===== config.mk =====
export PLATFORM = sky130hd
export DESIGN_NAME = rbri_ram
export DESIGN_NICKNAME = d
export VERILOG_FILES = /design/src/rtl/core/rbri_ram.sv
export SDC_FILE = /design/constraint.sdc
export NUM_CORES = 1
export LEC_CHECK = 0
export BUFFER_PORTS_ARGS = -buffer_cell sky130_fd_sc_hd__buf_2
export CORE_UTILIZATION = 40
export CTS_BUF_LIST = sky130_fd_sc_hd__clkbuf_8 sky130_fd_sc_hd__clkbuf_16
export DETAILED_ROUTE_END_ITERATION = 12
export GPL_ROUTABILITY_DRIVEN = 0
export GPL_TIMING_DRIVEN = 0
export SYNTH_ARGS = -nofsm -noshare
export SYNTH_HDL_FRONTEND = slang
export SYNTH_SLANG_ARGS = --single-unit

===== constraint.sdc =====
create_clock -name clk -period 2.6 [get_ports clk]
set_clock_uncertainty 0.1 [all_clocks]
set_input_delay 0.39 -clock clk [delete_from_list [all_inputs] [get_ports clk]]
set_output_delay 0.39 -clock clk [all_outputs]
set_load 0.05 [all_outputs]

===== src/rtl/core/rbri_ram.sv =====
// ----------------------------------------------------------------------------
// Generic simple dual-port RAM
// One write port and one read port with registered read data.
// ----------------------------------------------------------------------------
module rbri_ram #(
    parameter int WIDTH = 8,
    parameter int DEPTH = 16
) (
    input  logic                     clk,
    input  logic                     we,
    input  logic [$clog2(DEPTH)-1:0] waddr,
    input  logic [WIDTH-1:0]         wdata,
    input  logic [$clog2(DEPTH)-1:0] raddr,
    output logic [WIDTH-1:0]         rdata
);

    logic [WIDTH-1:0] mem [DEPTH];

    always_ff @(posedge clk)
    begin
        if (we)
        begin
            mem[waddr] <= wdata;
        end
        rdata <= mem[raddr];
    end

endmodule


# Word-level counts from Yosys, hierarchy flattened
# Memory sizes are Yosys's and may differ from the RTL's. A register that Yosys moved wholly into a read port is not among the register bits.
# Cells that the tools add are included.
totals:
  ff_bits: 0
  latchBits: 0
  ramBits: 128
  mem_bits_ro: 0
  out_inout_bits: 8
  memories: 1
classes:
  add_sub_neg: 0
  multipliers: 0
  n_div: 0
  n_lt_le_gt_ge: 0
  n_eq_ne: 0
  shifts: 0
  mux: 2
  n_bitwise: 0
  n_reduce_logical: 0
memory_table:
  columns: ["name", "depth", "width", "read_ports", "rd_ports_with_merged_regs", "write_ports", "line_no", "source"]
  rows:
  - ["mem", 16, 8, 1, 1, 1, "17", "logic [WIDTH-1:0] mem [DEPTH];"]
ops:
  columns: ["operator", "count"]
  rows:
  - ["1-bit two-way mux", 2]

# Logic depth before layout (Yosys ltp)
# Gate-level depths: netlist (run 1).
depth:
  ltp_word: 2
  depth_mapped: 5
  depth_no_buf: 3

# Worst setup path after synthesis (run 1)
# OpenSTA, ideal clock, no wires.
synth_timing:
  path_type: "input-to-reg"
  from: "in waddr[2]"
  to: "mem mem[0][0], enable pin"
  setup_time_ps: 383
  t_arrival_ps: 1500
  required_ps: 2117
  setup_slack_ps: 617
  path_stages: 2
  path_buffers: 0
  path_cell_list: "or3b_2 nor3_1"
synth_lines:
  columns: ["item", "line_no", "source"]
  rows:
  - ["start: declaration", "11", "input logic [$clog2(DEPTH)-1:0] waddr,"]
  - ["end: declaration", "17", null]
# No word-level cell before the write port.

# Worst setup path after layout (run 1)
layout_timing:
  from: "in waddr[2]"
  to: "mem mem[0][3], enable pin"
# No word-level cell before the write port.

==> run metrics, run 1 <==
Pint 0.00394 W; synthesized-area fraction occupied by and/or/nand/nor cells 3.18%; gr usage total 16.4%; die area 13300 um^2; CTS tree yes; IO Pins 26; Yosys Warn Count 0; Post-Syn Instances 229; Port Buf Inserts 24; GR Overflow Total 0; Max-Cap Viols 0; Worst Path Max Fanout 8; syn_nets 247; Syn Std Cell Area 5150 um^2; global-route wire length before repair 14.6 mm; final setup violation count 0; Tightest Pin Transition 1.35 ns; Max clock buf depth 2; total core area 12600 um^2; post-synthesis mux area share 15.0%; Worst Hold Class primary input to flip-flop; crit path DAT 2.07 ns; run status complete, no violations; layout cells sized above 1 28.4%; Synth Area in Adders 0%; Max Transition Viols Final 0; DR vias 2372; commonest non-fill, non-tap cell in the layout edfxtp_1; Leakage 2.00 nW; hold_buf cts 0; total length of routed wires 9.62 mm; initial antenna violation count 0; Worst Hold Depth 1; Fill cells 1033; FP Rows 41; Initial Utilization 41.0%; Ant. Diodes 0; R2R depth 3; routed length per instance 21.0 um; Switch Pwr 0.00105 W; Die W 115 um; pin count of the biggest net entering global routing 17; Synth Area in Compound Gates 2.33%; clock sink total 136; VDD IR-drop max 441 uV; Via-to-Cell Ratio 5.19; Hold Crit Start wdata[6]; Combinational Power Share 5.6%; Cell variety after synth 19; synth-to-layout area growth 17.5%; multi-input combinational cell area 1060 um^2; clock period minus worst slack 2.15 ns; Clock Power Share 45.0%; Post-CTS Repair Setup Buffers 0; CTS H-tree lvls 4; RSZ-0062 raised after global routing no; Num CTS Buffers 17; Critical Path Sink Type flip-flop; CP Launch Type primary input; starting DRC count in detailed routing 212; clock root buffer clkbuf_16; PD cells 825 nW/um^2; drt pass-1 iters 4; most frequent cells in the layout edfxtp_1, buf_2, mux4_2, clkbuf_16, a22oi_1; Antenna Nets Post-Route 0; PnR Total Power 0.00499 W; Sw Ratio 21.0%; Final Hold Viols 0; Gates resized, CTS repair 0; Seq/Total Area, Yosys 77.8%; Remaining DRCs 0; final setup TNS 0 ns; Slew HR 9.20%; worst r2r dst rdata[7]; flops & latches, synth 136; R2R Path Start mem[4][7]; Reg power frac 49.4%; Sequential cell area 4000 um^2; xor-xnor portion of the synthesized cell area 0%; Final HPWL DP 6.09 mm; fmax 0.465 GHz; FF-to-FF setup slack 1.14 ns; main combinational cell family by area after synthesis multiplexers; Tcrit/Tclk final 82.8%; Total Nets Final 290; vias in the first global route 2357; Avg Cell Area, Syn 22.5 um^2; Die Span Y 115 um; CP Class primary input to flip-flop; Clk pin slew, worst setup/hold paths 0.06 ns; worst path required time 2.52 ns; worst skew pair latency 0.41 ns; hold path endpoint mem[6][6]
## per-stage QoR
stage | area [um^2] | hold WS (ns) | util [%] | cells | worst slack (ns)
2_1_floorplan | 5150 | 0.389 | - | 229 | 0.617
3_3_place_gp | 5480 | 0.559 | 43.6 | 425 | 0.00427
3_5_place_dp | 5480 | 0.565 | 43.6 | 425 | 0.0473
4_1_cts | 6040 | 0.260 | 48.1 | 457 | 0.457
5_1_grt | 6050 | 0.262 | 48.1 | 457 | 0.416
6_report | 6050 | 0.263 | 48.1 | 457 | 0.448
## worst max-delay path: stages
cell	delay, ns
buf_2	0.12
or3b_2	0.51
nor3_1	1.04
## power by group through the flow
stage               registers [W]  logic (W)  clock network (W)
floorplan                 0.00256   0.000124                  0
global placement          0.00251   0.000283                  0
detailed placement        0.00251   0.000286                  0
CTS                       0.00246   0.000286            0.00228
global route              0.00247   0.000300            0.00238
finish                    0.00246   0.000281            0.00225
## registers in the layout, indices dropped and copies added, names as in the netlist
| name | count |
|---|---|
| rdata | 8 |
| mem | 128 |
## logic make-up after synthesis
kind of cell | after synthesis
AO/OA/AOI/OAI | 16
buffers and inverters | 10
flip-flops | 136
multiplexers | 32
AND/OR/NAND/NOR | 35
## routing by layer
metal | track usage (%) | part of all wire [%]
met4 | 5.97 | 1.4
met5 | 0 | 0
met2 | 24.6 | 49
met3 | 5.33 | 6.6
met1 | 22.7 | 43
## how the worst max path moves through the flow
stage / start / endpoint / slack (ns) / depth (start not counted)
6_report: waddr[2] / mem[0][3] / 0.45 / 3
5_1_grt: waddr[2] / mem[0][3] / 0.42 / 3
4_1_cts: waddr[2] / mem[0][3] / 0.46 / 3
3_5_place_dp: waddr[2] / mem[0][0] / 0.05 / 3
3_3_place_gp: waddr[2] / mem[0][0] / 0.004 / 3
2_1_floorplan: waddr[2] / mem[0][0] / 0.62 / 2
## Yosys cell counts
cell type	number	area share, %
nor3_1	4	0.39
and2b_1	1	0.15
nand2_1	9	0.66
mux4_2	18	7.9
buf_6	3	0.66
nand3_1	1	0.097
buf_2	3	0.29
nor2b_1	1	0.12
a22oi_1	16	2.3
mux4_1	14	7.1
clkdlybuf4s25_2	3	0.58
nor2_1	13	0.95
nand2b_1	2	0.24
nand3b_1	2	0.29
and2_1	1	0.12
buf_4	1	0.15
edfxtp_1	128	75
dfxtp_1	8	3.1
or3b_2	1	0.17
## final cells by class
type	instances	area share [%]
clock buffers	17	7.03
repair buffers	24	1.99
plain buffers	10	1.43
multi-input cells	83	17.6
clock inverters	15	2.23
well taps	172	3.56
flip-flops and latches	136	66.2
Power figures use the tool's default switching activity.
==> run 2, diff against run 1 <==
--- a/config.mk
+++ b/config.mk
@@ -5,6 +5,7 @@
 export SDC_FILE = /design/constraint.sdc
 export NUM_CORES = 1
 export LEC_CHECK = 0
+export ABC_AREA = 1
 export BUFFER_PORTS_ARGS = -buffer_cell sky130_fd_sc_hd__buf_2
 export CORE_UTILIZATION = 40
 export CTS_BUF_LIST = sky130_fd_sc_hd__clkbuf_8 sky130_fd_sc_hd__clkbuf_16
==> constraint.sdc (replaced) <==
create_clock -name clk -period 2.14 [get_ports clk]
set_clock_uncertainty 0.1 [all_clocks]
set_input_delay 0.321 -clock clk [delete_from_list [all_inputs] [get_ports clk]]
set_output_delay 0.321 -clock clk [all_outputs]
set_load 0.05 [all_outputs]
==> run metrics, run 2 <==
Syn Std Cell Area 5770 um^2; asr flop ratio synth 0%; gr usage total 20.1%; vias in the first global route 3744; layout cells sized above 1 11.7%; Critical Path Sink Type flip-flop; syn_nets 569; FP Rows 43; starting DRC count in detailed routing 357; clock period minus worst slack 1.56 ns; drt pass-1 iters 7; worst path required time 2.06 ns; flops & latches, synth 136; Max Transition Viols Final 0; CP Class primary input to flip-flop; RSZ-0062 raised after global routing no; Worst Hold Class primary input to flip-flop; Cell Area, Placed 6100 um^2; Worst Path Max Fanout 8; Most flops, register mem; Leakage 2.88 nW; clock root buffer clkbuf_16; Post-Syn Instances 551; Port Buf Inserts 22; Seq/Total Area, Yosys 69.4%; Top FF cell, synth edfxtp_1; routed length per instance 17.5 um; Cell variety after synth 12; Die W 122 um; pin count of the biggest net entering global routing 17; Total Nets Final 610; CP Launch Type primary input; total length of routed wires 13.8 mm; total core area 14000 um^2; setup slack after layout 0.576 ns; PD cells 924 nW/um^2; final setup violation count 0; GRT busiest layer met2; final setup TNS 0 ns; GR Overflow Total 0; clock sink total 136; Antenna Nets Post-Route 0; met2 Use GR 30.8%; Yosys Warn Count 0; Slew HR 33.8%; CTS H-tree lvls 4; met1 usage 27.6%; DR vias 3899; top-count cell post-synth nand2_1; Final Hold Viols 0; Max clock buf depth 2; post-place setup slack 0.150 ns; commonest non-fill, non-tap cell in the layout nand2_1; area leader, netlist edfxtp_1; Synth top cells by count nand2_1, edfxtp_1, inv_1; Clk pin slew, worst setup/hold paths 0.05 ns; Avg Cell Area, Syn 10.5 um^2; synth-to-layout area growth 15.3%; most frequent cells in the layout nand2_1, edfxtp_1, inv_1, nand3_1, buf_2; fmax 0.639 GHz; met3 usage 3.84%; CTS tree yes; run status complete, no violations; max reg flops 128; Final HPWL DP 8.98 mm; worst skew pair latency 0.41 ns; top-area cell type share of the netlist area 66.7%; IO Pins 26; VDD IR-drop max 519 uV; Largest regs mem x128, rdata x8; crit path DAT 1.49 ns; Initial Utilization 41.2%; initial antenna violation count 0; Ant. Diodes 0; Die Span Y 122 um; Remaining DRCs 0; EDFF count, synth 128; fin area 6650 um^2; Num CTS Buffers 17; Post-CTS Repair Setup Buffers 0; hold_buf cts 0; Via-to-Cell Ratio 4.97; Tightest Pin Transition 0.989 ns; die area 14900 um^2; global-route wire length before repair 21.4 mm; Max-Cap Viols 0; Tcrit/Tclk final 73.1%; top cells by area, synth edfxtp_1, nand2_1, nand3_1; Gates resized, CTS repair 0
==> run 2: cell count changes in the layout (fill, tap and decap cells not counted), moves of 4 or more <==
cell / before / now
buf_2: 27 / 35
a22oi_1: 16 / 0
mux4_1: 14 / 0
inv_1: 0 / 103
mux4_2: 18 / 0
nor2_1: 13 / 17
nand3_1: 1 / 97
nand2_1: 9 / 173
==> run 2: worst max-delay path, cell delays in order <==
cell      delay, ns
buf_2          0.12
nand3b_1       0.25
nor2_1         0.79
==> run 2: cell families (layout without fill, tap and decap cells) <==
logic type / count (synthesis) / after routing / synth area share (%)
flip-flops: 136 / 136 / 69.4
AND/OR/NAND/NOR: 289 / 289 / 21.0
buffers and inverters: 126 / 180 / 9.52
==> run 2: cell type report <==
class,count,area (um^2)
multi-input combinational,289,1210
clock inverter,15,120
buffer,24,166
timing repair buffer,22,110
clock buffer,17,425
tap,180,225
inverter,102,383
fill,1274,7340
sequential,136,4000
==> run 2: where the power goes <==
part           switching, W  internal, W
combinational      0.000331     0.000115
sequential        0.0000149      0.00298
clock               0.00103      0.00167
total               0.00137      0.00477
==> run 2: path summary, 6_finish.rpt <==
kind / start / endpoint / slack (ns) / cells past startpoint
worst max-delay path: waddr[3] / mem[6][3] / 0.58 / 3
worst min register to register: mem[12][5] / rdata[5] / 0.60 / 6
worst min-delay path: wdata[2] / mem[0][2] / 0.23 / 1
worst max register to register: mem[15][3] / rdata[3] / 1.01 / 6
==> run 2: per-layer routing <==
layer | up-vias | wire length [um]
li1 | 1857 | -
met1 | 1825 | 5800
met2 | 184 | 6290
met3 | 33 | 1140
met4 | 0 | 521
met5 | - | 0
==> run 2: stage by stage <==
stage	power (W)	utilization, %	instances	hold slack, ns
floorplan	0.00332	-	551	0.320
global placement	0.00348	43.6	753	0.596
detailed placement	0.00349	43.6	753	0.573
CTS	0.00614	47.5	785	0.228
global route	0.00632	47.5	785	0.233
finish	0.00614	47.5	785	0.227
