## config.mk

```make
export PLATFORM = sky130hd
export DESIGN_NAME = rbri_cfg
export DESIGN_NICKNAME = d
export VERILOG_FILES = /design/src/rtl/core/rbri_pkg.sv /design/src/rtl/core/rbri_cfg.sv
export SDC_FILE = /design/constraint.sdc
export NUM_CORES = 1
export LEC_CHECK = 0
export ABC_CLOCK_PERIOD_IN_PS = 1100
export BUFFER_PORTS_ARGS = -buffer_cell sky130_fd_sc_hd__buf_2
export CAP_MARGIN = 10
export CORE_ASPECT_RATIO = 0.6
export CORE_MARGIN = 5
export CORE_UTILIZATION = 46
export CTS_CLUSTER_DIAMETER = 200
export DETAILED_ROUTE_END_ITERATION = 8
export GPL_TIMING_DRIVEN = 1
export HOLD_SLACK_MARGIN = 0.03
export PLACE_DENSITY = 0.75
export SLEW_MARGIN = 15
export SYNTH_ARGS = -nofsm -noshare
export SYNTH_HDL_FRONTEND = slang
export SYNTH_SLANG_ARGS = --single-unit
```

## constraint.sdc

```tcl
create_clock -name clk -period 1.1 [get_ports clk]
set_clock_uncertainty 0.1 [all_clocks]
set_input_delay 0.33 -clock clk [delete_from_list [all_inputs] [get_ports clk]]
set_output_delay 0.33 -clock clk [all_outputs]
set_load 0.01 [all_outputs]
```

## src/rtl/core/rbri_pkg.sv

```systemverilog
// ----------------------------------------------------------------------------
// Recording block ring indexer package
// Widths, codes, reset values and shared types for the ring indexer.
// ----------------------------------------------------------------------------
package rbri_pkg;

    localparam int TS_W      = 47;
    localparam int SIZE_W    = 25;
    localparam int FRAME_W   = 24;
    localparam int OFS_W     = 34;
    localparam int ROWF_W    = 10;
    localparam int CMD_W     = 2;
    localparam int STATUS_W  = 2;
    localparam int REPAIR_W  = 2;
    localparam int CFG_IDX_W = 2;

    localparam int NUM_ROWS_DEF   = 1024;
    localparam int MARK_BYTES_DEF = 4;

    localparam logic [SIZE_W-1:0] BLOCK_SIZE_RST = 25'd1048576;
    localparam logic [SIZE_W-1:0] MAX_FRAME_RST  = 25'd104857;

    // Commands
    localparam logic [CMD_W-1:0] CMD_FRAME = 2'd0;
    localparam logic [CMD_W-1:0] CMD_FLUSH = 2'd1;
    localparam logic [CMD_W-1:0] CMD_READ  = 2'd2;

    // Result status
    localparam logic [STATUS_W-1:0] ST_PLACED  = 2'd0;
    localparam logic [STATUS_W-1:0] ST_DROPPED = 2'd1;
    localparam logic [STATUS_W-1:0] ST_NONE    = 2'd2;
    localparam logic [STATUS_W-1:0] ST_ROW     = 2'd3;

    // Repair codes
    localparam logic [REPAIR_W-1:0] REP_NONE  = 2'd0;
    localparam logic [REPAIR_W-1:0] REP_LAST  = 2'd1;
    localparam logic [REPAIR_W-1:0] REP_FIRST = 2'd2;

    // Configuration register indexes
    localparam logic [CFG_IDX_W-1:0] CFG_BLOCK_SIZE = 2'd0;
    localparam logic [CFG_IDX_W-1:0] CFG_MAX_FRAME  = 2'd1;
    localparam logic [CFG_IDX_W-1:0] CFG_KEY_MODE   = 2'd2;
    localparam logic [CFG_IDX_W-1:0] CFG_START_ROW  = 2'd3;

    typedef struct packed {
        logic [SIZE_W-1:0] block_size;
        logic [SIZE_W-1:0] max_frame_size;
        logic              keyframe_mode;
        logic              start_load;
        logic [ROWF_W-1:0] start_row;
    } cfg_t;

endpackage

```

## src/rtl/core/rbri_cfg.sv

```systemverilog
// ----------------------------------------------------------------------------
// Ring indexer configuration registers
// Decodes the write port and holds block size, frame limit and keyframe mode.
// ----------------------------------------------------------------------------
module rbri_cfg (
    input  logic                              clk,
    input  logic                              rst_n,
    input  logic                              cfg_we,
    input  logic [rbri_pkg::CFG_IDX_W-1:0]    cfg_index,
    input  logic [rbri_pkg::SIZE_W-1:0]       cfg_data,
    output rbri_pkg::cfg_t                    cfg
);
    import rbri_pkg::*;

    logic [SIZE_W-1:0] block_size_reg;
    logic [SIZE_W-1:0] block_size_next;
    logic [SIZE_W-1:0] max_frame_reg;
    logic [SIZE_W-1:0] max_frame_next;
    logic              key_mode_reg;
    logic              key_mode_next;
    logic              start_load;

    always_comb
    begin
        block_size_next = block_size_reg;
        max_frame_next  = max_frame_reg;
        key_mode_next   = key_mode_reg;
        start_load      = 1'b0;
        if (cfg_we)
        begin
            unique case (cfg_index)
                CFG_BLOCK_SIZE: block_size_next = cfg_data;
                CFG_MAX_FRAME:  max_frame_next  = cfg_data;
                CFG_KEY_MODE:   key_mode_next   = cfg_data[0];
                CFG_START_ROW:  start_load      = 1'b1;
            endcase
        end
    end

    always_ff @(posedge clk or negedge rst_n)
    begin
        if (!rst_n)
        begin
            block_size_reg <= BLOCK_SIZE_RST;
            max_frame_reg  <= MAX_FRAME_RST;
            key_mode_reg   <= 1'b0;
        end
        else
        begin
            block_size_reg <= block_size_next;
            max_frame_reg  <= max_frame_next;
            key_mode_reg   <= key_mode_next;
        end
    end

    // The start row loads the current row directly in the same cycle.
    always_comb
    begin
        cfg.block_size     = block_size_reg;
        cfg.max_frame_size = max_frame_reg;
        cfg.keyframe_mode  = key_mode_reg;
        cfg.start_load     = start_load;
        cfg.start_row      = cfg_data[ROWF_W-1:0];
    end

endmodule

```

# Word-level counts from Yosys, hierarchy flattened
# Cells that the tools add are included.
[word_totals]
reg_bits = 51
in_bits = 30
output_inout_bits = 62
word_cells = 12
[classes]
eq_ne = 3
mux = 2
n_reduce_logical = 4
[ops]
columns = ["operator", "count"]
rows = [
  ["$reduce_and A2 Y1", 3],
  ["$eq A2 B2 Y1 const B", 2],
  ["$eq A2 B1 Y1 const B", 1],
  ["$logic_not A2 Y1", 1],
  ["$mux W1", 2],
]

# Longest topological paths before layout
# Gate-level depths: netlist of the first run.
[logic_depth]
depth_word = 3
mapped_depth = 3
depth_no_buf = 2

# Least setup slack after synthesis of the first run
# Ideal clock, no wire load.
[synth_timing]
kind = "input to register"
start = "in cfg_index[1] (netlist bit)"
end = "reg block_size_reg[0]"
setup_time_ns = 0.125
arrival_ns = 1.171
required_ns = 0.875
path_slack_ns = -0.296
path_stages = 3
path_buffers = 1
path_cell_list = "nor3b_4 buf_6 mux2_2"
[synth_via]
elab_chain_len = 2
[synth_rtl]
columns = ["item", "line_no", "rtl"]
rows = [
  ["start: declaration", "rbri_cfg.sv:9", "input logic [rbri_pkg::CFG_IDX_W-1:0] cfg_index,"],
  ["$logic_not A2 Y1", "rbri_cfg.sv:31", "unique case (cfg_index)"],
  ["$reduce_and A2 Y1 (no line)", "--", ""],
  ["end signal: assignment", "rbri_cfg.sv:50", "block_size_reg <= block_size_next;"],
  ["end: declaration", "rbri_cfg.sv:15", "logic [SIZE_W-1:0] block_size_reg;"],
]
# Every way passes these cells.
# A chain may end at the register's enable or synchronous reset.

# Worst setup path in the final report of the first run
[layout_timing]
start = "reg max_frame_reg[16]"
end = "out cfg[28] (netlist bit)"
[layout_lines]
columns = ["item", "line_no", "rtl"]
rows = [
  ["start: declaration", "rbri_cfg.sv:17", "logic [SIZE_W-1:0] max_frame_reg;"],
  ["start signal: assignment", "rbri_cfg.sv:51", "max_frame_reg <= max_frame_next;"],
  ["end: declaration", "rbri_cfg.sv:11", "output rbri_pkg::cfg_t cfg"],
]
# No word-level cell between the ends.

==> run_results.csv, run 1 <==
group,metric,value,unit
status,status,"complete, but fails checks",
status,violations,"setup timing",
setup_path,r2r_slack,-10,ps
yosys,ys_warn_count,0,
final_layout,final.fill_count,239,
timing,setup_viol,101,
timing,timing.final.crit_share,127,%
final_layout,regArea,0.00129,mm²
yosys,ys_types,11,
timing,drv_slew,0,
setup_path,crit_chain,"buf_6",
grt,antenna_found_initial,0,
timing,maxSlewHeadroom,82.1,%
die,fp.dieArea,0.00593,mm²
clock_network,cts.clk_slew.worst_paths,90,ps
setup_path,worst_setup_path_end_kind,"output pin",
place,dpl-instance-area,0.00254,mm²
setup_path,cp.arrival,970,ps
clock_network,root_buffer,"clkbuf_8",
setup_path,max_stage_delay,560,ps
timing,worstMarginPinSlew,268,ps
place,io_buffers,91,
final_layout,layout_commonest_cell,"buf_2",
hold_path,whs_path_depth,2,
clock_network,cts.sinks,51,
setup_path,path_class,"reg2out",
timing,whs,167,ps
routing,drc,0,
setup_path,worst_setup_path_start_kind,"register",
final_layout,final_cell_area,0.00333,mm²
timing,finalHoldViolCount,0,
grt,grt_pass1_wl,8140,µm
grt,grt_overflow_total,0,
final_layout,final_nets,275,
yosys,synth_top_area_cell,"dfrtp_1",
final_layout,drive_above_1_share,82.5,%
power,p_leak,1.74,nW
clock_network,cts_made_buffers,5,
routing,first_pass_iters,4,
die,num_rows,18,
routing,routed_wl,5620,µm
place,hpwl,3230,µm
timing,max_freq,716,MHz
setup_path,cp.depth,1,
final_layout,multi_input_area,816,µm²
power,ir_drop,1.04,mV
routing,viasPerCell,4.72,
die,start_util,48.6,%
yosys,netlist_area,0.00205,mm²
yosys,synth_top_area_share,50.1,%
clock_network,cts_tree,"built",
yosys,synthTopCellsByArea,"dfrtp_1 (50%), mux2_2 (27%), dfstp_2 (13%)",
final_layout,antenna_cells,0,
yosys,syn-instance-count,122,
final_layout,fin_util,79.1,%
run,max_cap_viol_count,0,
routing,antenna_left,0,
routing,drt_iter0_drc,34,
power,total_power,5.55,mW
place,gp_congestion,0.737,
setup_path,critical_path.max_fanout,2,
grt,grt_use_total,18.8,%
yosys,syn-mean-instance-area,16.8,µm²
setup_path,cp_top_family,"flip-flops",
timing,fin_ws,-297,ps
routing,via_count,1444,
clock_network,htree_num_levels,2,
yosys,yosysSeqAreaShare,62.9,%
setup_path,slowest_stage,"dfstp_2",
power,p_per_area,1670,mW/mm²
final_layout,syn_to_final_growth,62.6,%
clock_network,clk_latency,300,ps
hold_path,hold_path.class,"in2reg",
routing,wire_per_inst,18.4,µm
grt,grt_max_degree,52,
yosys,synth_nets,152,
die,core_area,0.00421,mm²
die,die_w,96.1,µm
setup_path,worst_r2r_path_depth,3,
final_layout,layout_common_cells,"buf_2 (70), mux2_4 (49), dfrtp_1 (41)",
grt,first_global_vias,1537,
die,die_h,61.7,µm
clock_network,cts.path.max_buffers,2,
yosys,yosys_register_bits,51,
timing,final.min_clock_period,1400,ps
setup_path,cp_num_buf_inv,1,
setup_path,crit_required,670,ps
timing,rsz0062_at_grt,"true",
die,io_pins,92,
place,pre_cts_ws,-401,ps
## per-stage QoR
step / instances / TNS (ps)
after CTS: 288 / -12600
after detailed placement: 263 / -17380
final: 306 / -12940
after global placement: 263 / -16220
after floorplan: 122 / -8180
after global routing: 306 / -15340
## synthesized netlist by cell type
library cell	number
mux2_2	50
nor3b_4	1
dfstp_2	10
and3_2	1
buf_4	12
dfrtp_1	41
buf_6	2
nand3b_1	1
nand3b_2	1
mux2_1	1
clkbuf_8	2
## routing by layer
layer  wire length, µm  vias up  track usage [%]
met3               423        6             5.25
li1                  -      656                -
met4                70        0             4.25
met2              2790       52             33.0
met5                 0        -                0
met1              2340      730             23.6
## path summary, 6_finish.rpt
path | from | to
max | max_frame_reg[16]$_DFFE_PN1P_ | cfg[28]
min reg2reg | key_mode_reg$_DFFE_PN0P_ | key_mode_reg$_DFFE_PN0P_
min in group asynchronous | rst_n | max_frame_reg[23]$_DFFE_PN0P_
min | cfg_data[23] | max_frame_reg[23]$_DFFE_PN0P_
max reg2reg | max_frame_reg[19]$_DFFE_PN0P_ | max_frame_reg[19]$_DFFE_PN0P_
max in group asynchronous | rst_n | max_frame_reg[3]$_DFFE_PN1P_
## repair_timing
action,CTS,global route
setup endpoints to repair,81,101
hold buffers,1,0
resized for setup,77,12
cloned,4,1
hold endpoints to repair,41,0
setup buffers,12,21
pin swaps,2,2
## report_power, final
| part | internal (mW) | leakage (nW) | switching (mW) |
|---|---|---|---|
| logic | 1.18 | 1.10 | 0.665 |
| clock network | 0.573 | 0.0505 | 0.622 |
| registers | 2.28 | 0.590 | 0.225 |
| total | 4.04 | 1.74 | 1.51 |
## logic make-up (layout without fill, tap and decap cells)
| kind of cell | after synthesis | count (layout) | share of synthesized area [%] |
|---|---|---|---|
| muxes | 51 | 51 | 28.0 |
| DFF | 51 | 51 | 62.9 |
| buffers and inverters | 16 | 140 | 6.84 |
| and+or+nand+nor | 4 | 4 | 2.20 |
## area by class of cell
cell class | instances | share of cell area (%)
multi-input cells | 55 | 24.5
clock buffers | 7 | 2.89
clock inverters | 1 | 0.225
flip-flops and latches | 51 | 38.7
repair buffers | 132 | 31.4
well taps | 60 | 2.25
Note: power is estimated with default switching activity, not from simulation.
==> run 2, diff against run 1 <==
--- a/config.mk
+++ b/config.mk
@@ -5,17 +5,17 @@
 export SDC_FILE = /design/constraint.sdc
 export NUM_CORES = 1
 export LEC_CHECK = 0
-export ABC_CLOCK_PERIOD_IN_PS = 1100
+export ABC_CLOCK_PERIOD_IN_PS = 1800
 export BUFFER_PORTS_ARGS = -buffer_cell sky130_fd_sc_hd__buf_2
 export CAP_MARGIN = 10
 export CORE_ASPECT_RATIO = 0.6
 export CORE_MARGIN = 5
-export CORE_UTILIZATION = 46
+export CORE_UTILIZATION = 50
 export CTS_CLUSTER_DIAMETER = 200
 export DETAILED_ROUTE_END_ITERATION = 8
 export GPL_TIMING_DRIVEN = 1
 export HOLD_SLACK_MARGIN = 0.03
-export PLACE_DENSITY = 0.75
+export PLACE_DENSITY = 0.81
 export SLEW_MARGIN = 15
 export SYNTH_ARGS = -nofsm -noshare
 export SYNTH_HDL_FRONTEND = slang
==> constraint.sdc (replaced) <==
create_clock -name clk -period 1.8 [get_ports clk]
set_clock_uncertainty 0.1 [all_clocks]
set_input_delay 0.54 -clock clk [delete_from_list [all_inputs] [get_ports clk]]
set_output_delay 0.54 -clock clk [all_outputs]
set_load 0.01 [all_outputs]
==> run 2 against run 1 <==
Register-to-register slack improved by 940 ps. Critical path depth increased by 2. Sequential share of layout area increased by 11 points. First-iteration DRC count decreased by 8.8%. Combinational power decreased by 63%. Non-clock buffer count decreased by 37. Power decreased by 47%. Final cell count decreased by 15%. Critical path type is now in2out. The flow now finishes without violations. Sequential cell count unchanged. Largest power group unchanged. Die area decreased by 7.0%. Sequential power decreased by 41%. Core utilization decreased by 14 points.
==> run_results.csv, run 2 (synthesized netlist as in run 1, its figures left out) <==
group,metric,value,unit
setup_path,slowest_stage,"and3_2",
routing,antenna_left,0,
grt,grt_use_total,15.2,%
setup_path,worst_setup_path_end_kind,"output pin",
clock_network,root_buffer,"clkbuf_8",
die,start_util,50.8,%
timing,final.min_clock_period,1640,ps
power,internal_power,2.17,mW
clock_network,cts_resized,0,
timing,tns,0,ps
setup_path,crit_top_cell,"buf_2",
routing,via_count,1272,
status,status,"finished, final reports clean",
routing,wire_per_inst,14.9,µm
power,swShare,26.2,%
die,fp.dieArea,0.00552,mm²
setup_path,worst_r2r_path_depth,1,
setup_path,crit_required,1160,ps
power,p_leak,1.26,nW
setup_path,startpoint,"cfg_index[0]",
setup_path,max_stage_delay,200,ps
clock_network,cts.path.max_buffers,2,
routing,routed_wl,3870,µm
die,num_rows,18,
clock_network,cts_hold_buf,0,
clock_network,cts_made_buffers,5,
setup_path,regToRegStartpoint,"block_size_reg[18]$_DFFE_PN0P_",
final_layout,final.fill_count,330,
grt,first_global_vias,1394,
power,p_seq_share,50.9,%
timing,drv_slew,0,
grt,antenna_found_initial,0,
grt,grt_max_degree,26,
routing,drt_iter0_drc,31,
final_layout,antenna_cells,0,
setup_path,cp_top_family,"buffers and inverters",
run,max_cap_viol_count,0,
die,core_area,0.00403,mm²
setup_path,path_class,"in2out",
clock_network,cts.clk_slew.worst_paths,90,ps
grt,grt_pass1_wl,6530,µm
setup_path,cp.arrival,1000,ps
routing,drc,0,
place,gp_congestion,0.719,
setup_path,cp.depth,3,
die,die_w,92.6,µm
timing,rsz0062_at_grt,"false",
timing,max_freq,609,MHz
clock_network,htree_num_levels,2,
grt,grt_overflow_total,0,
setup_path,critical_path.max_fanout,4,
final_layout,layout_common_cells,"buf_2 (91), mux2_2 (50), dfrtp_1 (41)",
routing,first_pass_iters,4,
hold_path,hold_path.class,"in2async",
power,p_per_area,1130,mW/mm²
place,hpwl,3010,µm
final_layout,drive_above_1_share,78.9,%
clock_network,cts_setup_buffers,0,
clock_network,clk_latency,280,ps
power,p_comb_share,23.2,%
timing,finalHoldViolCount,0,
setup_path,cp_num_buf_inv,2,
timing,timing.final.crit_share,91.2,%
power,ir_drop,0.698,mV
setup_path,worst_setup_path_start_kind,"primary input",
power,switchingPower,768,µW
place,io_buffers,91,
power,p_clk_share,25.9,%
timing,setup_viol,0,
place,dpl-instance-area,0.00249,mm²
final_layout,layout_commonest_cell,"buf_2",
setup_path,crit_chain,"buf_2 > and3_2 > buf_2",
routing,viasPerCell,4.91,
final_layout,syn_to_final_growth,27.1,%
final_layout,final_nets,238,
die,io_pins,92,
die,die_h,59.6,µm
clock_network,cts.sinks,51,
timing,maxSlewHeadroom,72.8,%
timing,worstMarginPinSlew,407,ps
final_layout,final_cell_area,0.00260,mm²
clock_network,cts_tree,"built",
## run 2: cell types whose count changed in the layout (fill, tap and decap cells not counted), sizes merged
cell	change
buf	-35
clkbuf	-2
bufinv	+1
dlygate4sd3	-1
## run 2: power groups by stage
stage | combinational (mW) | clock, mW | sequential [mW]
after CTS | 0.697 | 0.795 | 1.50
after detailed placement | 0.697 | 0 | 1.52
final | 0.681 | 0.760 | 1.49
after floorplan | 0.258 | 0 | 1.62
after global routing | 0.742 | 0.843 | 1.53
after global placement | 0.677 | 0 | 1.51
## run 2: layout make-up
type,instances,area [µm²],area share [%]
clock buffers,6,72.6,2.79
clock inverters,2,37.5,1.44
multi-input cells,55,619,23.8
flip-flops and latches,51,1290,49.5
well taps,50,62.6,2.40
repair buffers,95,523,20.1
## run 2: final timing paths
check	end	slack [ps]
worst min-delay path	max_frame_reg[14]$_DFFE_PN0P_	60
max in group asynchronous	max_frame_reg[16]$_DFFE_PN1P_	980
worst max register to register	block_size_reg[18]$_DFFE_PN0P_	930
worst max-delay path	cfg[10]	160
min in group clk	block_size_reg[22]$_DFFE_PN0P_	390
worst min register to register	block_size_reg[22]$_DFFE_PN0P_	400
## run 2: metrics by stage
stage	util, %	setup WS (ps)	power, mW	hold slack (ps)	std cells
floorplan	-	194	1.88	144	122
global placement	61.9	125	2.19	381	251
detailed placement	61.9	81.7	2.21	382	251
CTS	64.6	156	2.99	63.6	259
global route	64.6	137	3.11	68.5	259
finish	64.6	158	2.93	64.5	259
## run 2: routing by layer
| layer | global-route usage (%) | wire (µm) | vias to the layer above |
|---|---|---|---|
| met1 | 20.3 | 1690 | 634 |
| met5 | 0 | 0 | - |
| met4 | 4.38 | 27 | 0 |
| met3 | 4.70 | 273 | 2 |
| met2 | 24.3 | 1880 | 47 |
| li1 | - | - | 589 |
