[config.mk]
export PLATFORM = sky130hd
export DESIGN_NAME = rbri_seq
export DESIGN_NICKNAME = d
export VERILOG_FILES = /design/src/rtl/core/rbri_pkg.sv /design/src/rtl/core/rbri_seq.sv
export SDC_FILE = /design/constraint.sdc
export NUM_CORES = 2
export LEC_CHECK = 0
export BUFFER_PORTS_ARGS = -buffer_cell sky130_fd_sc_hd__buf_4
export CAP_MARGIN = 40
export CORE_MARGIN = 5
export CORE_UTILIZATION = 30
export CTS_CLUSTER_DIAMETER = 120
export DETAILED_ROUTE_END_ITERATION = 10
export GPL_TIMING_DRIVEN = 0
export PLACE_DENSITY = 0.59
export SYNTH_ARGS = -nofsm -noshare
export SYNTH_HDL_FRONTEND = slang
export SYNTH_SLANG_ARGS = --single-unit
[constraint.sdc]
create_clock -name clk -period 18.04 [get_ports clk]
set_clock_uncertainty 0.1 [all_clocks]
set_input_delay 2.706 -clock clk [delete_from_list [all_inputs] [get_ports clk]]
set_output_delay 2.706 -clock clk [all_outputs]
set_load 0.02 [all_outputs]
[src/rtl/core/rbri_pkg.sv]
// ----------------------------------------------------------------------------
// Recording block ring indexer package
// Widths, codes, reset values and shared types for the ring indexer.
// ----------------------------------------------------------------------------
package rbri_pkg;

    localparam int TS_W      = 47;
    localparam int SIZE_W    = 25;
    localparam int FRAME_W   = 24;
    localparam int OFS_W     = 34;
    localparam int ROWF_W    = 10;
    localparam int CMD_W     = 2;
    localparam int STATUS_W  = 2;
    localparam int REPAIR_W  = 2;
    localparam int CFG_IDX_W = 2;

    localparam int NUM_ROWS_DEF   = 1024;
    localparam int MARK_BYTES_DEF = 4;

    localparam logic [SIZE_W-1:0] BLOCK_SIZE_RST = 25'd1048576;
    localparam logic [SIZE_W-1:0] MAX_FRAME_RST  = 25'd104857;

    // Commands
    localparam logic [CMD_W-1:0] CMD_FRAME = 2'd0;
    localparam logic [CMD_W-1:0] CMD_FLUSH = 2'd1;
    localparam logic [CMD_W-1:0] CMD_READ  = 2'd2;

    // Result status
    localparam logic [STATUS_W-1:0] ST_PLACED  = 2'd0;
    localparam logic [STATUS_W-1:0] ST_DROPPED = 2'd1;
    localparam logic [STATUS_W-1:0] ST_NONE    = 2'd2;
    localparam logic [STATUS_W-1:0] ST_ROW     = 2'd3;

    // Repair codes
    localparam logic [REPAIR_W-1:0] REP_NONE  = 2'd0;
    localparam logic [REPAIR_W-1:0] REP_LAST  = 2'd1;
    localparam logic [REPAIR_W-1:0] REP_FIRST = 2'd2;

    // Configuration register indexes
    localparam logic [CFG_IDX_W-1:0] CFG_BLOCK_SIZE = 2'd0;
    localparam logic [CFG_IDX_W-1:0] CFG_MAX_FRAME  = 2'd1;
    localparam logic [CFG_IDX_W-1:0] CFG_KEY_MODE   = 2'd2;
    localparam logic [CFG_IDX_W-1:0] CFG_START_ROW  = 2'd3;

    typedef struct packed {
        logic [SIZE_W-1:0] block_size;
        logic [SIZE_W-1:0] max_frame_size;
        logic              keyframe_mode;
        logic              start_load;
        logic [ROWF_W-1:0] start_row;
    } cfg_t;

endpackage

[src/rtl/core/rbri_seq.sv]
// ----------------------------------------------------------------------------
// Ring indexer sequencer
// Places frames, closes blocks by read-modify-write of the timestamp table,
// serves row reads and runs the table clearing pass after reset.
// ----------------------------------------------------------------------------
module rbri_seq #(
    parameter int NUM_ROWS   = rbri_pkg::NUM_ROWS_DEF,
    parameter int MARK_BYTES = rbri_pkg::MARK_BYTES_DEF
) (
    input  logic                                 clk,
    input  logic                                 rst_n,
    input  rbri_pkg::cfg_t                       cfg,
    input  logic                                 in_valid,
    output logic                                 in_stall,
    input  logic [rbri_pkg::CMD_W-1:0]           cmd,
    input  logic [rbri_pkg::FRAME_W-1:0]         frame_size,
    input  logic [rbri_pkg::TS_W-1:0]            timestamp_ms,
    input  logic                                 is_keyframe,
    input  logic                                 lead_stream,
    input  logic [rbri_pkg::ROWF_W-1:0]          row_index,
    output logic                                 out_valid,
    input  logic                                 out_stall,
    output logic [rbri_pkg::STATUS_W-1:0]        status,
    output logic [rbri_pkg::OFS_W-1:0]           write_offset,
    output logic                                 block_closed,
    output logic [rbri_pkg::ROWF_W-1:0]          closed_row,
    output logic [rbri_pkg::TS_W-1:0]            closed_first_ts,
    output logic [rbri_pkg::TS_W-1:0]            closed_last_ts,
    output logic [rbri_pkg::REPAIR_W-1:0]        repair_code,
    output logic [rbri_pkg::SIZE_W-1:0]          fill_bytes,
    output logic [rbri_pkg::ROWF_W-1:0]          next_row,
    output logic [rbri_pkg::TS_W-1:0]            row_first_ts,
    output logic [rbri_pkg::TS_W-1:0]            row_last_ts,
    output logic                                 mem_we,
    output logic [$clog2(NUM_ROWS)-1:0]          mem_waddr,
    output logic [2*rbri_pkg::TS_W-1:0]          mem_wdata,
    output logic [$clog2(NUM_ROWS)-1:0]          mem_raddr,
    input  logic [2*rbri_pkg::TS_W-1:0]          mem_rdata
);
    import rbri_pkg::*;

    localparam int ROW_W  = $clog2(NUM_ROWS);
    localparam int PROD_W = ROW_W + SIZE_W;
    localparam logic [ROW_W-1:0] ROW_LAST = ROW_W'(NUM_ROWS - 1);

    typedef enum logic [6:0] {
        S_CLEAR  = 7'b0000001,
        S_IDLE   = 7'b0000010,
        S_EVAL   = 7'b0000100,
        S_ROWRD  = 7'b0001000,
        S_WRCUR  = 7'b0010000,
        S_WRNEXT = 7'b0100000,
        S_PLACE  = 7'b1000000
    } state_t;

    function automatic logic [ROW_W-1:0] row_ok(input logic [ROWF_W-1:0] r);
        if (32'(r) < 32'(NUM_ROWS))
        begin
            row_ok = ROW_W'(r);
        end
        else
        begin
            row_ok = '0;
        end
    endfunction

    // Control state
    state_t            state_reg, state_next;
    logic [ROW_W-1:0]  clr_cnt_reg, clr_cnt_next;
    logic [ROW_W-1:0]  cur_row_reg, cur_row_next;
    logic [ROW_W-1:0]  last_row_reg, last_row_next;
    logic [SIZE_W-1:0] fill_reg, fill_next;
    logic [TS_W-1:0]   pend_first_reg, pend_first_next;
    logic [TS_W-1:0]   pend_last_reg, pend_last_next;
    logic              out_valid_reg, out_valid_next;

    // Item and result payload
    logic [CMD_W-1:0]    cmd_reg, cmd_next;
    logic [FRAME_W-1:0]  fsize_reg, fsize_next;
    logic [TS_W-1:0]     ts_reg, ts_next;
    logic                key_reg, key_next;
    logic                lead_reg, lead_next;
    logic [ROWF_W-1:0]   ridx_reg, ridx_next;
    logic [OFS_W-1:0]    row_base_reg, row_base_next;
    logic                cl_flag_reg, cl_flag_next;
    logic [ROWF_W-1:0]   cl_row_reg, cl_row_next;
    logic [TS_W-1:0]     cl_first_reg, cl_first_next;
    logic [TS_W-1:0]     cl_last_reg, cl_last_next;
    logic [REPAIR_W-1:0] cl_repair_reg, cl_repair_next;
    logic [SIZE_W-1:0]   cl_fill_reg, cl_fill_next;
    logic [STATUS_W-1:0] o_status_reg, o_status_next;
    logic [OFS_W-1:0]    o_offset_reg, o_offset_next;
    logic [ROWF_W-1:0]   o_next_row_reg, o_next_row_next;
    logic [TS_W-1:0]     o_row_first_reg, o_row_first_next;
    logic [TS_W-1:0]     o_row_last_reg, o_row_last_next;

    // Datapath terms
    logic                too_big;
    logic                need_close;
    logic [SIZE_W:0]     used;
    logic [SIZE_W-1:0]   close_fill;
    logic [SIZE_W:0]     fill_sum;
    logic [SIZE_W-1:0]   fill_sat;
    logic [OFS_W-1:0]    place_offset;
    logic [TS_W-1:0]     pf_new;
    logic [TS_W-1:0]     pl_new;
    logic [TS_W-1:0]     rd_first;
    logic [TS_W-1:0]     rd_last;
    logic [TS_W-1:0]     rep_first;
    logic [TS_W-1:0]     rep_last;
    logic [REPAIR_W-1:0] rep_code;
    logic [PROD_W-1:0]   prod;
    logic [ROW_W-1:0]    row_wrap;
    logic                out_free;
    logic                do_place;
    logic                do_emit;
    logic [STATUS_W-1:0] emit_status;

    assign rd_first = mem_rdata[2*TS_W-1:TS_W];
    assign rd_last  = mem_rdata[TS_W-1:0];

    always_comb
    begin
        too_big    = (26'(fsize_reg) + 26'(MARK_BYTES)) > 26'(cfg.max_frame_size);
        need_close = (27'(fill_reg) + 27'(fsize_reg) + 27'(MARK_BYTES))
                     > 27'(cfg.block_size);
        used       = 26'(fill_reg) + 26'(MARK_BYTES);
        close_fill = (26'(cfg.block_size) > used)
                     ? SIZE_W'(26'(cfg.block_size) - used) : '0;
        fill_sum   = 26'(fill_reg) + 26'(fsize_reg);
        fill_sat   = fill_sum[SIZE_W] ? '1 : fill_sum[SIZE_W-1:0];
        place_offset = row_base_reg + OFS_W'(fill_reg);

        pf_new = pend_first_reg;
        pl_new = pend_last_reg;
        if (lead_reg)
        begin
            if (key_reg)
            begin
                if (!cfg.keyframe_mode)
                begin
                    if (ts_reg > pend_first_reg)
                    begin
                        pf_new = ts_reg;
                    end
                end
                else if (pend_first_reg == '0 || ts_reg < pend_first_reg)
                begin
                    pf_new = ts_reg;
                end
            end
            if (ts_reg > pend_last_reg)
            begin
                pl_new = ts_reg;
            end
        end

        // Missing timestamps are copied from the previous row.
        rep_first = pend_first_reg;
        rep_last  = pend_last_reg;
        rep_code  = REP_NONE;
        if (pend_last_reg == '0)
        begin
            rep_last = rd_last;
            rep_code = REP_LAST;
        end
        if (pend_first_reg == '0)
        begin
            rep_first = rd_first;
            rep_code  = REP_FIRST;
        end

        row_wrap = (cur_row_reg == ROW_LAST) ? '0 : cur_row_reg + 1'b1;
        prod     = PROD_W'(cur_row_reg) * PROD_W'(cfg.block_size);
    end

    // Row base is registered from the current row and follows it in the next cycle.
    assign row_base_next = OFS_W'(prod);

    assign out_free = !out_valid_reg || !out_stall;

    always_comb
    begin
        state_next       = state_reg;
        clr_cnt_next     = clr_cnt_reg;
        cur_row_next     = cur_row_reg;
        last_row_next    = last_row_reg;
        fill_next        = fill_reg;
        pend_first_next  = pend_first_reg;
        pend_last_next   = pend_last_reg;
        cmd_next         = cmd_reg;
        fsize_next       = fsize_reg;
        ts_next          = ts_reg;
        key_next         = key_reg;
        lead_next        = lead_reg;
        ridx_next        = ridx_reg;
        cl_flag_next     = cl_flag_reg;
        cl_row_next      = cl_row_reg;
        cl_first_next    = cl_first_reg;
        cl_last_next     = cl_last_reg;
        cl_repair_next   = cl_repair_reg;
        cl_fill_next     = cl_fill_reg;
        in_stall         = 1'b1;
        mem_we           = 1'b0;
        mem_waddr        = cur_row_reg;
        mem_wdata        = '0;
        mem_raddr        = last_row_reg;
        do_place         = 1'b0;
        do_emit          = 1'b0;
        emit_status      = ST_NONE;

        unique case (state_reg)
            S_CLEAR:
            begin
                mem_we       = 1'b1;
                mem_waddr    = clr_cnt_reg;
                clr_cnt_next = clr_cnt_reg + 1'b1;
                if (clr_cnt_reg == ROW_LAST)
                begin
                    state_next = S_IDLE;
                end
            end
            S_IDLE:
            begin
                in_stall = 1'b0;
                if (in_valid)
                begin
                    cmd_next       = cmd;
                    fsize_next     = frame_size;
                    ts_next        = timestamp_ms;
                    key_next       = is_keyframe;
                    lead_next      = lead_stream;
                    ridx_next      = row_index;
                    cl_flag_next   = 1'b0;
                    cl_row_next    = '0;
                    cl_first_next  = '0;
                    cl_last_next   = '0;
                    cl_repair_next = REP_NONE;
                    cl_fill_next   = '0;
                    state_next     = S_EVAL;
                end
            end
            S_EVAL:
            begin
                case (cmd_reg)
                    CMD_FRAME:
                    begin
                        if (too_big)
                        begin
                            do_emit     = 1'b1;
                            emit_status = ST_DROPPED;
                        end
                        else if (need_close)
                        begin
                            state_next = S_WRCUR;
                        end
                        else
                        begin
                            do_place    = 1'b1;
                            do_emit     = 1'b1;
                            emit_status = ST_PLACED;
                        end
                    end
                    CMD_FLUSH:
                    begin
                        if (fill_reg != '0)
                        begin
                            state_next = S_WRCUR;
                        end
                        else
                        begin
                            do_emit = 1'b1;
                        end
                    end
                    CMD_READ:
                    begin
                        mem_raddr  = row_ok(ridx_reg);
                        state_next = S_ROWRD;
                    end
                    default:
                    begin
                        do_emit = 1'b1;
                    end
                endcase
            end
            S_ROWRD:
            begin
                mem_raddr   = row_ok(ridx_reg);
                do_emit     = 1'b1;
                emit_status = ST_ROW;
            end
            S_WRCUR:
            begin
                mem_we          = 1'b1;
                mem_waddr       = cur_row_reg;
                mem_wdata       = {rep_first, rep_last};
                cl_flag_next    = 1'b1;
                cl_row_next     = ROWF_W'(cur_row_reg);
                cl_first_next   = rep_first;
                cl_last_next    = rep_last;
                cl_repair_next  = rep_code;
                cl_fill_next    = close_fill;
                last_row_next   = cur_row_reg;
                cur_row_next    = row_wrap;
                pend_first_next = '0;
                pend_last_next  = '0;
                fill_next       = '0;
                state_next      = S_WRNEXT;
            end
            S_WRNEXT:
            begin
                mem_we     = 1'b1;
                mem_waddr  = cur_row_reg;
                state_next = S_PLACE;
            end
            S_PLACE:
            begin
                do_emit = 1'b1;
                if (cmd_reg == CMD_FRAME)
                begin
                    do_place    = 1'b1;
                    emit_status = ST_PLACED;
                end
            end
            default:
            begin
                state_next = S_IDLE;
            end
        endcase

        // A finished item waits in place until the output register frees up.
        if (do_emit && !out_free)
        begin
            do_emit  = 1'b0;
            do_place = 1'b0;
        end
        else if (do_emit)
        begin
            state_next = S_IDLE;
        end

        if (do_place)
        begin
            pend_first_next = pf_new;
            pend_last_next  = pl_new;
            fill_next       = fill_sat;
        end

        if (cfg.start_load)
        begin
            cur_row_next = row_ok(cfg.start_row);
        end
    end

    always_comb
    begin
        out_valid_next   = out_valid_reg && out_stall;
        o_status_next    = o_status_reg;
        o_offset_next    = o_offset_reg;
        o_next_row_next  = o_next_row_reg;
        o_row_first_next = o_row_first_reg;
        o_row_last_next  = o_row_last_reg;
        if (do_emit)
        begin
            out_valid_next   = 1'b1;
            o_status_next    = emit_status;
            o_offset_next    = do_place ? place_offset : '0;
            o_next_row_next  = ROWF_W'(cur_row_reg);
            o_row_first_next = (emit_status == ST_ROW) ? rd_first : '0;
            o_row_last_next  = (emit_status == ST_ROW) ? rd_last : '0;
        end
    end

    always_ff @(posedge clk or negedge rst_n)
    begin
        if (!rst_n)
        begin
            state_reg      <= S_CLEAR;
            clr_cnt_reg    <= '0;
            cur_row_reg    <= '0;
            last_row_reg   <= '0;
            fill_reg       <= '0;
            pend_first_reg <= '0;
            pend_last_reg  <= '0;
            out_valid_reg  <= 1'b0;
        end
        else
        begin
            state_reg      <= state_next;
            clr_cnt_reg    <= clr_cnt_next;
            cur_row_reg    <= cur_row_next;
            last_row_reg   <= last_row_next;
            fill_reg       <= fill_next;
            pend_first_reg <= pend_first_next;
            pend_last_reg  <= pend_last_next;
            out_valid_reg  <= out_valid_next;
        end
    end

    // Close fields of a closed block stay registered until the
    // output stage needs them; an item that closes nothing cleared them.
    always_ff @(posedge clk)
    begin
        cmd_reg         <= cmd_next;
        fsize_reg       <= fsize_next;
        ts_reg          <= ts_next;
        key_reg         <= key_next;
        lead_reg        <= lead_next;
        ridx_reg        <= ridx_next;
        row_base_reg    <= row_base_next;
        cl_flag_reg     <= cl_flag_next;
        cl_row_reg      <= cl_row_next;
        cl_first_reg    <= cl_first_next;
        cl_last_reg     <= cl_last_next;
        cl_repair_reg   <= cl_repair_next;
        cl_fill_reg     <= cl_fill_next;
        o_status_reg    <= o_status_next;
        o_offset_reg    <= o_offset_next;
        o_next_row_reg  <= o_next_row_next;
        o_row_first_reg <= o_row_first_next;
        o_row_last_reg  <= o_row_last_next;
    end

    // The close fields are taken from the item's close registers, which an
    // accepted item clears and a later emit of the same item reads.
    logic                out_cl_flag_reg;
    logic [ROWF_W-1:0]   out_cl_row_reg;
    logic [TS_W-1:0]     out_cl_first_reg;
    logic [TS_W-1:0]     out_cl_last_reg;
    logic [REPAIR_W-1:0] out_cl_repair_reg;
    logic [SIZE_W-1:0]   out_cl_fill_reg;
    logic                out_cl_flag_next;
    logic [ROWF_W-1:0]   out_cl_row_next;
    logic [TS_W-1:0]     out_cl_first_next;
    logic [TS_W-1:0]     out_cl_last_next;
    logic [REPAIR_W-1:0] out_cl_repair_next;
    logic [SIZE_W-1:0]   out_cl_fill_next;

    always_comb
    begin
        out_cl_flag_next   = out_cl_flag_reg;
        out_cl_row_next    = out_cl_row_reg;
        out_cl_first_next  = out_cl_first_reg;
        out_cl_last_next   = out_cl_last_reg;
        out_cl_repair_next = out_cl_repair_reg;
        out_cl_fill_next   = out_cl_fill_reg;
        if (do_emit)
        begin
            out_cl_flag_next   = cl_flag_reg;
            out_cl_row_next    = cl_row_reg;
            out_cl_first_next  = cl_first_reg;
            out_cl_last_next   = cl_last_reg;
            out_cl_repair_next = cl_repair_reg;
            out_cl_fill_next   = cl_fill_reg;
        end
    end

    always_ff @(posedge clk)
    begin
        out_cl_flag_reg   <= out_cl_flag_next;
        out_cl_row_reg    <= out_cl_row_next;
        out_cl_first_reg  <= out_cl_first_next;
        out_cl_last_reg   <= out_cl_last_next;
        out_cl_repair_reg <= out_cl_repair_next;
        out_cl_fill_reg   <= out_cl_fill_next;
    end

    assign out_valid       = out_valid_reg;
    assign status          = o_status_reg;
    assign write_offset    = o_offset_reg;
    assign block_closed    = out_cl_flag_reg;
    assign closed_row      = out_cl_row_reg;
    assign closed_first_ts = out_cl_first_reg;
    assign closed_last_ts  = out_cl_last_reg;
    assign repair_code     = out_cl_repair_reg;
    assign fill_bytes      = out_cl_fill_reg;
    assign next_row        = o_next_row_reg;
    assign row_first_ts    = o_row_first_reg;
    assign row_last_ts     = o_row_last_reg;

endmodule

## Word level (Yosys, flattened, before mapping)

Index checks and enable logic that the tools add are counted.

| operators by class | value |
|---|---|
| $mul | 1 |
| $add $sub $neg | 9 |
| reduce and logical (&&, ||, !) cells | 20 |
| $lt $le $gt $ge | 6 |
| eq/ne operators | 18 |
| mux-type cells | 64 |

Operators with widths:

| cell | number |
|---|---|
| 2-to-1 mux 47 bit | 13 |
| case mux 47 bit (2 select lines) | 2 |
| 2-to-1 mux 25 bit | 5 |
| > comparator 47 bit | 2 |
| logical NOT 47 bit | 2 |
| 2-to-1 mux 94 bit | 1 |
| 2-to-1 mux 10 bit | 6 |
| adder 25 x 24 -> 26 bit | 2 |
| case mux 25 bit (2 select lines) | 1 |
| 2-to-1 mux 7 bit | 7 |
| less-than comparator 47 bit | 1 |
| case mux 7 bit (6 select lines) | 1 |
| case mux 10 bit (2 select lines) | 2 |
| adder 34 x 25 -> 34 bit | 1 |
| multiplier 10 x 25 -> 34 bit | 1 |
| adder 26 x 3 -> 27 bit (second input constant) | 1 |
| > comparator 27 x 25 -> 1 bit | 1 |
| adder 25 x 3 -> 26 bit (second input constant) | 1 |
| > comparator 25 x 26 -> 1 bit | 1 |
| adder 24 x 3 -> 25 bit (second input constant) | 1 |
| > comparator 25 bit | 1 |
| nonzero test 25 bit | 1 |
| subtractor 25 bit | 1 |
| case mux 7 bit (3 select lines) | 1 |
| other kinds (30) | 62 |

| word-level totals | value |
|---|---|
| word-level logic and storage cells | 150 |
| output and inout port bits | 389 |
| register bits | 680 |
| bits of input ports | 245 |

## Longest topological paths before layout

| depth | value |
|---|---|
| depth after elaboration | 11 |
| mapped depth | 27 |
| gate-level depth less buffers | 25 |

## Worst setup path after synthesis

No wires, ideal clock.

| timing | value |
|---|---|
| path type | in2reg |
| from | input cfg[54] (netlist name) |
| to | register out_cl_flag_reg, in the netlist block_closed (enable) |
| library setup time | 0.621 ns |
| arrival time | 10.403 ns |
| path buffers | 1 |
| data required time | 17.319 ns |
| slack | 6.916 ns |
| stages on the path | 12 |
| cells stage by stage | clkbuf_1 inv_1 ha_1 nand4_1 or4_1 nor4_2 o21a_1 o2111ai_1 a211oi_2 o31a_1 o21ai_0 inv_1 |

| on the way | value |
|---|---|
| longest elaborated chain between the ends | 7 |

RTL lines:

| item | RTL line | text |
|---|---|---|
| from (decl) | rbri_seq.sv:12 | `input rbri_pkg::cfg_t cfg,` |
| > comparator 27 x 25 -> 1 bit * | rbri_seq.sv:126 | `> 27'(cfg.block_size);` |
| 2-to-1 mux 1 bit * | rbri_seq.sv:253 | `else if (need_close)` |
| 2-to-1 mux 1 bit * | rbri_seq.sv:248 | `if (too_big)` |
| case mux 1 bit (3 select lines) * | rbri_seq.sv:245 | `case (cmd_reg)` |
| case mux 1 bit (2 select lines) * | rbri_seq.sv:212 | `unique case (state_reg)` |
| logical AND 1 bit | rbri_seq.sv:332 | `if (do_emit && !out_free)` |
| 2-to-1 mux 1 bit * | rbri_seq.sv:332 |  |
| named net do_emit | rbri_seq.sv:116 | `logic do_emit;` |
| to (signal assigned) | rbri_seq.sv:460 | `out_cl_flag_reg <= out_cl_flag_next;` |
| to (decl) | rbri_seq.sv:426 | `logic out_cl_flag_reg;` |

Mark *: on every way through the listed nets, which the timed path passes. The rest lies on a longest branch.
A chain may end at the register's enable or synchronous reset.

## Final worst setup path

| timing | value |
|---|---|
| from | input cfg[40] (netlist name) |
| to | register row_base_reg[33] |

| on the way | value |
|---|---|
| longest elaborated chain between the ends | 1 |

RTL lines:

| item | RTL line | text |
|---|---|---|
| multiplier 10 x 25 -> 34 bit | rbri_seq.sv:174 | `prod = PROD_W'(cur_row_reg) * PROD_W'(cfg.block_size);` |
| named net prod[33] | rbri_seq.sv:112 | `logic [PROD_W-1:0] prod;` |
| to (signal assigned) | rbri_seq.sv:410 | `row_base_reg <= row_base_next;` |
| to (decl) | rbri_seq.sv:84 | `logic [OFS_W-1:0] row_base_reg, row_base_next;` |

The timed path passes the listed nets, and every way through them passes these cells.

==> run_results.csv <==
group,metric,value,unit
sta,hold_ws,279,ps
global_route,grt.overflow.total,0,
worst_setup_path,r2r_cells,24,
global_route,grt_pass1_vias,32525,
detailed_routing,drc_errors,0,
final_layout,layout-drive-gt1-share,20.0,%
final_layout,layout.nets,5321,
floorplan,die-area,146000,µm²
clocking,clockBufferDepth,3,
detailed_routing,drtIter0Drc,2407,
detailed_routing,via_count,31990,
worst_hold_path,hp-start,"cl_row_reg[2]$_SDFFCE_PN0P_",
sta,final_max_slew_viol_count,0,
worst_setup_path,critPathKind,"input pin to flop",
final_layout,nFillCells,13599,
worst_setup_path,critPathCaptureType,"flop",
global_route,antenna_found_initial,24,
worst_setup_path,cp_max_fo,10,
worst_setup_path,reg2reg_to,"closed_last_ts[29]$_DFFE_PP_",
clocking,numClockSinks,680,
logic_synthesis,yosys_register_bits,680,
clocking,path_clk_slew,60,ps
worst_setup_path,critPathRequiredTime,18550,ps
logic_synthesis,synth_cell_types,72,
floorplan,die_y,382,µm
logic_synthesis,synth_area,41600,µm²
clocking,cts_hold_buf,0,
worst_setup_path,arrival,9020,ps
sta,tightest_slew,1010,ps
logic_synthesis,synthCells,3806,
floorplan,dieWidth,382,µm
worst_setup_path,crit_start,"cfg[40]",
clocking,postCtsSetupBuffers,0,
floorplan,core.rowCount,136,
logic_synthesis,yosysWarningCount,0,
floorplan,start_util,30.2,%
sta,post-route-period-util,47.2,%
sta,timing.max_slew.rel_slack,32.4,%
logic_synthesis,ys_seq_area_share,46.4,%
pwr,leakagePower,22.5,nW
clocking,clock_latency,710,ps
clocking,htree_levels,3,
clocking,cts_resized,0,
sta,hold_viol_final,0,
clocking,cts_tree,"done",
logic_synthesis,async_flop_share,23.1,%
sta,fin_tns_setup,0,ps
worst_setup_path,r2r_slack,10130,ps
logic_synthesis,synth-edff-count,489,
place,hpwlAfterDp,129000,µm
job,maxCapViolCount,0,
floorplan,core,138000,µm²
global_route,grt.total_usage,21.3,%
global_route,grt_pass1_wl,227000,µm
sta,setup_violations,0,
logic_synthesis,avgSynthCellArea,10.9,µm²
detailed_routing,vias_per_cell,4.98,
worst_hold_path,hp-class,"flop to flop",
pwr,vdd_drop_max,0.149,mV
pwr,power.density,182,nW/µm²
worst_setup_path,rr_startpoint,"fsize_reg[2]$_DFFE_PP_",
sta,fin_crit,8510,ps
status,status,"finished, final reports clean",
sta,rsz0062_at_grt,"false",
detailed_routing,dr.pass1.iters,6,
clocking,root_buffer,"clkbuf_16",
sta,max_freq,118,MHz
worst_setup_path,cp-endpoint,"row_base_reg[33]$_DFF_P_",
detailed_routing,postRouteAntennaNets,0,
clocking,numCtsBuffers,82,
detailed_routing,totalWireLength,159000,µm
worst_setup_path,critical_path.startpoint_type,"input pin",
place,gp_congestion,0.941,
logic_synthesis,synthesis.nets,4571,
floorplan,ios,634,
detailed_routing,wire_per_inst,24.7,µm
global_route,grt_max_degree,127,
final_layout,area_growth,24.9,%
place,port_buffers,632,
logic_synthesis,synth_flop_cell,"edfxtp_1",
==> cell families after synthesis <==
group / count (synthesis) / synth area share [%]
AO/OA/AOI/OAI: 583 / 8.89
XOR/XNOR: 170 / 3.58
adder cells (fa/ha/maj): 520 / 19.4
buffers and inverters: 485 / 4.49
flip-flops: 680 / 46.4
multiplexers: 106 / 2.87
AND/OR/NAND/NOR: 1262 / 14.4
==> critical path, cell delays in order <==
cell	delay [ps]
buf_4	130
clkbuf_1	530
nand2_1	160
fa_1	500
inv_1	60
fa_1	500
fa_1	530
fa_1	580
fa_1	510
ha_1	410
a21oi_1	160
nand2_1	90
a21o_1	190
o21ai_0	430
nand4_1	180
a31oi_1	450
o21ai_0	240
a211o_1	310
a21oi_1	170
xnor2_1	150
==> synth_stat cells (7+ instances only) <==
cell type,number,area [µm²]
nor2_1,437,1640
inv_1,345,1290
nor2b_1,21,131
o21a_1,23,173
a21oi_1,204,1020
xor2_1,62,543
a211o_1,8,70.1
and3_1,27,169
mux2_2,102,1150
o21ai_0,100,500
and2_1,218,1360
a211oi_1,20,150
ha_1,314,3930
edfxtp_1,489,14700
nor3_1,40,200
nand2_1,303,1140
nand4_1,56,350
nor4_1,36,225
nand3_1,59,295
a31oi_1,26,163
nor3b_1,9,67.6
a21o_1,93,698
o21bai_1,11,82.6
xnor2_1,108,946
a22oi_1,21,158
nand2b_1,25,156
o31ai_1,10,75.1
o211ai_1,7,52.6
dfxtp_1,34,681
clkbuf_1,123,462
or3_1,9,56.3
dfrtp_1,156,3900
fa_1,206,4120
==> through the flow <==
stage / worst slack [ps] / util [%] / power, mW / area, µm² / instances
6_report: 9530 / 37.7 / 9.45 / 51900 / 6428
5_1_grt: 9220 / 37.7 / 10.2 / 51900 / 6422
4_1_cts: 9580 / 37.7 / 9.48 / 51900 / 6418
3_5_place_dp: 8860 / 35.6 / 7.65 / 49000 / 6265
3_3_place_gp: 2250 / 35.3 / 7.64 / 48600 / 6232
2_1_floorplan: 6920 / - / 6.04 / 41600 / 3806
==> layer usage <==
layer	wire length [µm]	GRT usage [%]
met3	11900	4.20
met5	69	0
met4	5790	7.23
met2	76800	36.7
met1	64000	26.7
==> where the power goes <==
part           leakage [nW]  internal (mW)  total [mW]  switching [mW]
Combinational          14.1           2.13        5.21            3.08
Clock                  1.36           1.00        1.75           0.746
Sequential             6.97           2.14        2.49           0.354
Total                  22.5           5.27        9.45            4.18
==> layout by cell type (no fill, tap or decap), types with 10 or more instances in the layout <==
cell type  count
clkinv_1      12
xnor2_1      108
a211oi_1      20
edfxtp_1     489
nand2b_1      25
dfrtp_1      156
nand3_1       59
and2_1       217
ha_1         314
nand4_1       56
nor3_1        40
a21o_1        93
a21oi_1      204
a22oi_1       21
o21a_1        23
dfxtp_1       34
fa_1         206
nor2_1       437
inv_1        344
o21bai_1      11
clkinv_2      10
and3_1        27
o31ai_1       10
nor2b_1       21
nor4_1        36
o21ai_0      100
a31oi_1       26
xor2_1        62
mux2_2       102
buf_4        638
nand2_1      303
clkbuf_1     137
buf_6         18
clkbuf_16     84
==> worst min path at each step <==
stage                                                to  slack, ps  cells past startpoint
after floorplan                  block_closed$_DFFE_PP_        300                      0
after global placement     closed_last_ts[31]$_DFFE_PP_        300                      0
after detailed placement  closed_first_ts[12]$_DFFE_PP_        300                      0
after CTS                       closed_row[2]$_DFFE_PP_        280                      0
after global routing            closed_row[2]$_DFFE_PP_        290                      0
final                           closed_row[2]$_DFFE_PP_        280                      0
==> final cells by class <==
type	count	area, µm²	share of cell area (%)
multi-input combinational	2641	20400	39.3
sequential	680	19300	37.2
timing repair buffer	666	5220	10.1
tap	1794	2240	4.32
clock buffer	104	2220	4.27
inverter	346	1310	2.52
clock inverter	49	622	1.20
buffer	139	568	1.09
antenna	9	22.5	0.0434
No activity file was read; power rests on OpenSTA's default activity.
